--- src/hdl/kss_ram.sv ---
// generic single-port-write ram with registered read
`timescale 1ns / 1ps
module kss_ram #(
	parameter int WIDTH = 32,
	parameter int DEPTH = 64
) (
	input  logic                     clk,
	input  logic                     we,
	input  logic [$clog2(DEPTH)-1:0] waddr,
	input  logic [WIDTH-1:0]         wdata,
	input  logic [$clog2(DEPTH)-1:0] raddr,
	output logic [WIDTH-1:0]         rdata
);

	logic [WIDTH-1:0] mem_q [DEPTH];

	always_ff @(posedge clk) begin
		if (we) begin
			mem_q[waddr] <= wdata;
		end
		rdata <= mem_q[raddr];
	end

endmodule

--- config.mk ---
export PLATFORM = sky130hd
export DESIGN_NAME = kss_ram
export DESIGN_NICKNAME = d
export VERILOG_FILES = /design/src/hdl/kss_ram.sv
export SDC_FILE = /design/constraint.sdc
export NUM_CORES = 2
export LEC_CHECK = 0
export ABC_AREA = 1
export BUFFER_PORTS_ARGS = -buffer_cell sky130_fd_sc_hd__buf_2
export CORE_ASPECT_RATIO = 1.5
export CORE_MARGIN = 2
export CORE_UTILIZATION = 39
export DETAILED_ROUTE_END_ITERATION = 7
export PLACE_DENSITY = 0.58
export SETUP_SLACK_MARGIN = 0.05
export SKIP_LAST_GASP = 1
export SYNTH_ARGS = -nofsm -noshare
export SYNTH_HDL_FRONTEND = slang
export SYNTH_SLANG_ARGS = --single-unit
export TNS_END_PERCENT = 100
--- constraint.sdc ---
create_clock -name clk -period 10.7 [get_ports clk]
set_input_delay 1.07 -clock clk [delete_from_list [all_inputs] [get_ports clk]]
set_output_delay 1.07 -clock clk [all_outputs]
set_load 0.03 [all_outputs]
==> impl_metrics.env <==
export IMPL_syn_nets=6815
export IMPL_combinationalPowerShare_pct=6.0
export IMPL_grt_pass1_vias=51549
export IMPL_reg2reg_depth=8
export IMPL_rsz0062_at_grt="no"
export IMPL_top_usage_layer="met2"
export IMPL_syn2layout_area_growth_pct=11.0
export IMPL_numPlacedInstances=9344
export IMPL_synth_area_um2=82700
export IMPL_drc_errors=0
export IMPL_ys_warn_count=0
export IMPL_start_kind="input pin"
export IMPL_dp_hpwl_mm=121
export IMPL_core_um2=211000
export IMPL_synth_edf_count=2048
export IMPL_die_w_um=380
export IMPL_worstMarginPinSlew_ns=1.44
export IMPL_numPortBuffers=77
export IMPL_dr_pass1_iters=6
export IMPL_finalSetupViolCount=0
export IMPL_arrival_ns=5.33
export IMPL_r2r_end="rdata[8]"
export IMPL_required_ns=11.43
export IMPL_grt_pass1_wl_mm=349
export IMPL_cts_setup_buffers=0
export IMPL_drtIter0Drc=5557
export IMPL_ys_types=16
export IMPL_ant_nets=0
export IMPL_holdPathEnd="rdata[5]"
export IMPL_num_vias=53268
export IMPL_clk_path_buf_depth=4
export IMPL_finClkSkew_ns=0.0421
export IMPL_reg2reg_from="mem_q[53][8]"
export IMPL_rows=207
export IMPL_power_density_nw_per_um2=181
export IMPL_cts_sinks=2080
export IMPL_root_buffer="clkbuf_16"
export IMPL_nets=6757
export IMPL_dominantRegCellSynth="edfxtp_1"
export IMPL_grt_ovfl_total=0
export IMPL_htreeDepth=4
export IMPL_wirelength_mm=238
export IMPL_finalCriticalPeriod_ns=4.60
export IMPL_cts_tree="built"
export IMPL_synth_top_cell_area_share_pct=74.3
export IMPL_crit_chain="buf_8 > buf_4 > buf_4 > buf_4 > buf_4 > nand2_1 > nand3_1 > nand3_1 > nand3_1 > nand3_1 > nand2_1 > nand2_1 > nand2_1"
export IMPL_p_int_w=0.0129
export IMPL_worst_setup_path_type="in2reg"
export IMPL_path_clk_slew_ns=0.06
export IMPL_wire_per_inst_um=24.6
export IMPL_synth_common_cells="nand2_1, edfxtp_1, nand3_1, buf_2, clkbuf_1"
export IMPL_swShare_pct=22.4
export IMPL_pin_count=78
export IMPL_numCtsBuffers=186
export IMPL_reg2reg_slack_ns=9.09
export IMPL_clkPwrFrac_pct=39.5
export IMPL_outcome="finished clean"
export IMPL_grt_usage_pct=21.6
export IMPL_hold_ws_ns=0.789
export IMPL_gr_usage_met3_pct=2.73
export IMPL_yosysTopAreaCell="edfxtp_1"
export IMPL_hold_depth=8
export IMPL_cts_resized=0
export IMPL_yosys_register_bits=2080
export IMPL_initial_utilization_pct=39.1
export IMPL_slowest_delay_ns=0.82
export IMPL_groute_layer_met1_usage_pct=27.3
export IMPL_peakVddDrop_uv=119
export IMPL_maxCapViolCount=0
export IMPL_grt_max_degree=225
export IMPL_slew_headroom_pct=4.03
export IMPL_synth_area_leaders="edfxtp_1, nand3_1, nand2_1, buf_2, dfxtp_1"
export IMPL_async_flop_share_pct=0
export IMPL_fp_dieH_um=568
export IMPL_hp_start="mem_q[37][5]"
export IMPL_ctsHoldBuffers=0
export IMPL_grt_use_met2_pct=38.3
export IMPL_min_path_type="reg2reg"
export IMPL_seq_area_frac_synth_pct=75.1
export IMPL_drv_slew=0
export IMPL_grt_antenna_before_repair=22
export IMPL_cp_max_fo=80
export IMPL_crit_path_end_kind="register"
export IMPL_drive_gt1_share_pct=7.62
export IMPL_syn_avg_cell_area_um2=12.2
export IMPL_fin_tns_setup_ns=0
export IMPL_cp_num_buf_inv=5
export IMPL_power_w=0.0166
export IMPL_slowest_stage="buf_4"
export IMPL_netlist_instances=6769
export IMPL_leakage_nw=31.7
export IMPL_cp_top_family="buffers and inverters"
export IMPL_fin_cells=9683
export IMPL_period_share_pct=43.0
export IMPL_power_frac_seq_pct=54.5
export IMPL_synth_most_common_cell="nand2_1"
export IMPL_gp_congestion=0.800
export IMPL_hold_violations=0
export IMPL_via_per_inst=5.50
export IMPL_insertion_delay_ns=0.82
export IMPL_switchingPower_w=0.00372
export IMPL_max_clock_freq_mhz=218
export IMPL_dieArea_um2=216000
stage by stage:
step	instance area [µm²]	util, %	worst slack, ns
after detailed placement	86000	40.7	5.24
after global placement	86000	40.7	5.38
after CTS	91800	43.4	6.08
after global routing	91800	43.4	5.84
after floorplan	82700	-	5.50
final	91800	43.5	6.10
placed cells by master (no fill, tap or decap):
cell,synthesis,layout
buf_8,2,3
diode_2,0,9
nor4_4,0,1
inv_1,9,7
buf_4,45,120
buf_2,282,72
clkinv_1,0,37
nand4_1,9,9
buf_12,0,7
inv_6,0,5
bufinv_16,0,16
edfxtp_1,2048,2048
clkbuf_8,0,5
inv_8,0,1
clkinv_8,0,1
buf_6,3,1
clkbuf_16,0,189
clkinv_4,0,1
clkbuf_1,77,43
dfxtp_1,32,32
clkinv_2,0,31
clkinvlp_4,0,4
nand2_1,2248,2248
inv_16,0,2
nor4_2,0,7
nor2_4,0,56
nand3_1,1907,1907
sequential cells by signal (all words and copies together), names as in the netlist:
register and flops:
mem_q 2048, rdata 32
worst max-delay path by stage:
stage	slack, ns	from	depth (start not counted)	to
2_1_floorplan	5.50	we	3	mem_q[48][0]
3_3_place_gp	5.38	raddr[0]	13	rdata[20]
3_5_place_dp	5.24	raddr[0]	13	rdata[20]
4_1_cts	6.08	raddr[0]	13	rdata[20]
5_1_grt	5.84	raddr[0]	13	rdata[19]
6_report	6.10	raddr[0]	13	rdata[20]
logic make-up (layout without fill, tap and decap cells):
logic type    after synthesis  in the layout  synth area share, %
buf+inv                   461            545                 2.78
flops                    2080           2080                 75.1
other cells                 0              9                    0
simple gates             4228           4228                 22.1
area by class of cell:
type | count | area, µm²
Antenna cell | 9 | 22.5
Clock buffer | 237 | 4960
Clock inverter | 93 | 863
Fill cell | 19110 | 120000
Inverter | 12 | 87.6
Multi-Input combinational cell | 4228 | 18800
Sequential cell | 2080 | 62100
Tap cell | 2821 | 3530
Timing Repair Buffer | 203 | 1460
layer usage:
layer,wire length (µm),share of wire [%]
met1,92800,39
met2,121000,51
met3,16100,6.8
met4,8050,3.4
met5,93,0.039
power by group through the flow:
stage / Clock, W / Combinational, W / Sequential, W
after floorplan: 0 / 0.000554 / 0.00924
after global placement: 0 / 0.000975 / 0.00925
after detailed placement: 0 / 0.000990 / 0.00925
after CTS: 0.00666 / 0.000992 / 0.00907
after global routing: 0.00695 / 0.00108 / 0.00907
final: 0.00657 / 0.000992 / 0.00907
worst reg2reg max path: cells and delay by family (launching register included):
kind	cells	cell delay, ns
AND/OR/NAND/NOR	8	1.09
flip-flops	1	0.36
No activity file was read; power rests on OpenSTA's default activity.
