**src/hdl/kss_pkg.sv**
```systemverilog
// shared types and constants for the kuramoto-sakaguchi derivative unit
`timescale 1ns / 1ps
package kss_pkg;

	typedef struct packed {
		logic [15:0] phase;
		logic        last;
	} in_item_t;

	typedef struct packed {
		logic signed [23:0] derivative;
		logic [5:0]         oscillator_index;
		logic               last_result;
	} out_item_t;

	typedef enum logic [1:0] {
		REG_NATURAL_FREQUENCY = 2'd0,
		REG_COUPLING          = 2'd1,
		REG_COS_LAG           = 2'd2,
		REG_SIN_LAG           = 2'd3
	} reg_index_t;

	typedef enum logic [2:0] {
		ST_IDLE,
		ST_SC,
		ST_RD,
		ST_ST,
		ST_DW,
		ST_EMIT
	} state_t;

	localparam logic signed [23:0] RST_NATURAL_FREQUENCY = 24'sd32768;
	localparam logic signed [15:0] RST_COUPLING          = 16'sd131;
	localparam logic signed [15:0] RST_COS_LAG           = -16'sd16384;
	localparam logic signed [15:0] RST_SIN_LAG           = 16'sd28378;

	localparam logic [15:0] POLY_A = 16'd51472;
	localparam logic [15:0] POLY_B = 16'd21024;
	localparam logic [15:0] POLY_C = 16'd2320;

	localparam logic signed [21:0] SUM_HI = 22'sd2097151;
	localparam logic signed [21:0] SUM_LO = -22'sd2097152;
	localparam logic signed [23:0] OUT_HI = 24'sd8388607;
	localparam logic signed [23:0] OUT_LO = -24'sd8388608;

endpackage

```
**src/hdl/kss_sincos.sv**
```systemverilog
// iterative polynomial sine and cosine of a phase on one shared multiplier
`timescale 1ns / 1ps
module kss_sincos (
	input  logic               clk,
	input  logic               arst_n,
	input  logic               start,
	input  logic [15:0]        phase,
	output logic               done,
	output logic signed [15:0] sine,
	output logic signed [15:0] cosine
);

	logic        busy_q;
	logic [1:0]  step_q;
	logic        cos_q;
	logic [15:0] p_q;
	logic [15:0] x2_q;
	logic [15:0] t_q;
	logic        done_q;
	logic signed [15:0] sine_q;
	logic signed [15:0] cosine_q;

	logic [15:0] pa;
	logic [14:0] u;
	logic [15:0] x;
	logic [15:0] op_a;
	logic [15:0] op_b;
	logic [31:0] prod;
	logic [15:0] res;
	logic [15:0] mag;
	logic signed [15:0] val;

	always_comb begin
		// cosine is the sine a quarter turn on
		pa = cos_q ? p_q + 16'd16384 : p_q;
		u = pa[14] ? 15'd16384 - {1'b0, pa[13:0]} : {1'b0, pa[13:0]};
		x = {u, 1'b0};
		case (step_q)
			2'd0: begin
				op_a = x;
				op_b = x;
			end
			2'd1: begin
				op_a = kss_pkg::POLY_C;
				op_b = x2_q;
			end
			2'd2: begin
				op_a = kss_pkg::POLY_B - t_q;
				op_b = x2_q;
			end
			default: begin
				op_a = kss_pkg::POLY_A - t_q;
				op_b = x;
			end
		endcase
		prod = op_a * op_b;
		res = prod[30:15];
		mag = (res > 16'd32767) ? 16'd32767 : res;
		val = pa[15] ? -$signed(mag) : $signed(mag);
	end

	always_ff @(posedge clk or negedge arst_n) begin
		if (!arst_n) begin
			busy_q <= 1'b0;
			step_q <= 2'd0;
			cos_q  <= 1'b0;
			done_q <= 1'b0;
		end else begin
			done_q <= 1'b0;
			if (start && !busy_q) begin
				busy_q <= 1'b1;
				step_q <= 2'd0;
				cos_q  <= 1'b0;
			end else if (busy_q) begin
				step_q <= step_q + 2'd1;
				if (step_q == 2'd3) begin
					cos_q <= 1'b1;
					if (cos_q) begin
						busy_q <= 1'b0;
						done_q <= 1'b1;
					end
				end
			end
		end
	end

	always_ff @(posedge clk) begin
		if (start && !busy_q) begin
			p_q <= phase;
		end
		if (busy_q) begin
			case (step_q)
				2'd0: x2_q <= res;
				2'd1, 2'd2: t_q <= res;
				default: begin
					if (cos_q) begin
						cosine_q <= val;
					end else begin
						sine_q <= val;
					end
				end
			endcase
		end
	end

	assign done   = done_q;
	assign sine   = sine_q;
	assign cosine = cosine_q;

endmodule

```
**config.mk**
```make
export PLATFORM = sky130hd
export DESIGN_NAME = kss_sincos
export DESIGN_NICKNAME = d
export VERILOG_FILES = /design/src/hdl/kss_pkg.sv /design/src/hdl/kss_sincos.sv
export SDC_FILE = /design/constraint.sdc
export NUM_CORES = 1
export LEC_CHECK = 0
export BUFFER_PORTS_ARGS = -buffer_cell sky130_fd_sc_hd__buf_2
export CAP_MARGIN = 25
export CORE_AREA = 2 2 211 109
export DETAILED_ROUTE_END_ITERATION = 16
export DIE_AREA = 0 0 213 111
export PLACE_DENSITY = 0.83
export SLEW_MARGIN = 20
export SYNTH_ARGS = -nofsm -noshare
export SYNTH_HDL_FRONTEND = slang
export SYNTH_SLANG_ARGS = --single-unit
```
**constraint.sdc**
```tcl
create_clock -name clk -period 24.5 [get_ports clk]
set_clock_uncertainty 0.05 [all_clocks]
set_input_delay 2.45 -clock clk [delete_from_list [all_inputs] [get_ports clk]]
set_output_delay 2.45 -clock clk [all_outputs]
set_load 0.005 [all_outputs]
```
==> results.toml <==
[outcome]
outcome = "finished clean"

[cts]
numCtsBuffers = 9
hold_buffers = 0
cts_setup_buffers = 0
h-tree-depth = 3
clk_latency_ps = 350
cts_resized = 0
root_buffer = "clkbuf_16"
cts.sinks = 85
clk_pin_slew_worst_paths_ps = 60
cts_tree = "built"
cts_max_path_buffers = 2

[timing]
tightestPinTransition_ps = 1090
hold_viol_final = 0
layout_min_cycle_time_ps = 11410
max_freq_mhz = 87.7
period_share = 0.466
rsz0062_at_grt = "false"
finalMaxSlewViolations = 0
setup_ws_ps = 13090
fin_tns_setup_ps = 0
setup-violations-final = 0
slew_headroom = 0.253

[min_path]
holdPathEnd = "step_q[1]"
hold_path_depth = 1
min_from = "step_q[1]"
hp-class = "flip-flop to flip-flop"

[grt]
grt_max_degree = 33
use_met3 = 0.147
grt_pass1_vias = 10195
met1_usage = 0.489
grt_pass1_wl_um = 57300
antenna_found_initial = 0
grt_overflow = 0
busiest_layer = "met1"
grtUsageTotal = 0.324
global_route.usage.met2 = 0.424

[setup_path]
worstPathArrival_ps = 11430
worst_r2r_path_depth = 40
crit_type = "flip-flop to flip-flop"
cp_max_fo = 31
start_kind = "flip-flop"
max_stage_delay_ps = 820
r2r_slack_ps = 13090
required_ps = 24520
endpoint_kind = "flip-flop"
crit_slowest_cell = "o21ai_1"
cpMostUsedCell = "fa_1"
reg2reg_from = "step_q[0]"
rr_endpoint = "cosine[12]"

[logic_synthesis]
yosys_warnings = 0
ys_ff_latch = 85
syn-cell-area_um2 = 12900
synth_area_per_cell_um2 = 9.35
synthArstFlopShare = 0.0588
synth_flop_cell = "edfxtp_1"
synth_nets = 1695
synth_edf_count = 80
synth-seq-area-share = 0.197
ys_types = 81
synth_cells = 1376

[route]
wl_per_cell_um = 21.2
ant_nets = 0
routed_via_density = 5.97
dr.pass1.iters = 5
drc = 0
wirelength_um = 36400
drt-initial-drc-count = 1314
vias = 10267

[finish]
diodes = 0
final_common_cell = "inv_1"
syn_to_final_growth_pct = 6.83
layout_common_cells = "inv_1 (261), fa_1 (192), nand2_1 (170), nor2_1 (127), ha_1 (108)"
final_area_um2 = 13700
final_nets = 1727
fillCellCount = 1766
drive_gt1_frac = 0.0899

[die]
die_x_um = 213
initial_core_util = 0.582
die_h_um = 111
coreArea_um2 = 22100
rows = 39
dieArea_um2 = 23600
ioPinCount = 52

[placed_design]
dpl.hpwl_um = 29500
io_buffers = 51
pre_cts_ws_ps = 13580
gp_congestion = 1.04
place_area_um2 = 13400

[run]
drv_cap = 0
==> cell type report <==
type / instances / area (um^2) / area share
timing repair buffer: 67 / 375 / 0.0273
clock buffer: 10 / 229 / 0.0167
multi-input combinational: 982 / 9170 / 0.667
sequential: 85 / 2530 / 0.184
inverter: 263 / 987 / 0.0719
tap: 307 / 384 / 0.0280
clock inverter: 6 / 71.3 / 0.00519
==> worst max-delay path, delay by kind of cell, from the launching register on <==
kind | cells | cell delay, ps
adders and majority gates | 10 | 4550
xor gates and xnor gates | 3 | 460
DFF | 1 | 450
buffers and inverters | 7 | 730
and+or+nand+nor | 11 | 2520
AOI/OAI and AO/OA | 9 | 2330
==> cell families after synthesis <==
group,Yosys count,share of synthesized area
buffers and inverters,309,0.0917
multiplexers,22,0.0182
adder cells (fa/ha/maj),300,0.404
flip-flops,85,0.197
AO/OA/AOI/OAI,177,0.0942
AND/OR/NAND/NOR,430,0.157
XOR/XNOR,53,0.0387
==> metrics by stage <==
step	cells	hold slack (ps)	utilization
3_3_place_gp	1703	522	0.608
2_1_floorplan	1376	497	-
4_1_cts	1719	566	0.621
5_1_grt	1720	591	0.622
6_report	1720	564	0.622
3_5_place_dp	1703	552	0.608
==> state kept, by name, indices dropped and copies added, names as in the netlist <==
signal	cells
x2_q	16
cos_q	1
p_q	16
sine	16
t_q	16
step_q	2
cosine	16
busy_q	1
done	1
==> cell usage after synthesis, types with 7 or more instances <==
master	n	share of area
and3_1	9	0.0044
o21ai_1	12	0.0047
mux2_2	11	0.0096
nor2b_1	20	0.0097
a21oi_1	37	0.014
a21o_1	13	0.0076
and2_1	23	0.011
o21a_1	8	0.0047
nand2_1	170	0.050
a211oi_1	8	0.0047
nor3_1	11	0.0043
edfxtp_1	80	0.19
inv_1	261	0.076
a31oi_1	9	0.0044
a22o_1	7	0.0048
clkbuf_1	36	0.011
ha_1	108	0.11
fa_1	192	0.30
mux2i_1	11	0.0086
nand3_1	13	0.0051
nor2_1	127	0.037
nand2b_1	9	0.0044
nand4_1	8	0.0039
o21ai_0	33	0.013
xnor2_1	29	0.020
xor2_1	21	0.014
==> routing by layer <==
layer / share of wire / up-vias
li1: - / 4480
met1: 0.42 / 5008
met2: 0.39 / 706
met3: 0.17 / 73
met4: 0.018 / 0
met5: 0 / -
==> worst max path at each step <==
stage	from	slack, ps	endpoint	cells after the start
final	step_q[0]	13090	cosine[12]	40
after global routing	step_q[0]	12430	cosine[12]	40
after CTS	step_q[0]	13370	cosine[12]	40
after detailed placement	step_q[0]	13580	cosine[12]	40
after global placement	step_q[0]	14080	cosine[14]	40
after floorplan	step_q[0]	14950	cosine[12]	42
Power is not shown: default switching activity piles up to over one toggle a cycle in this logic, so the estimate is an artifact.
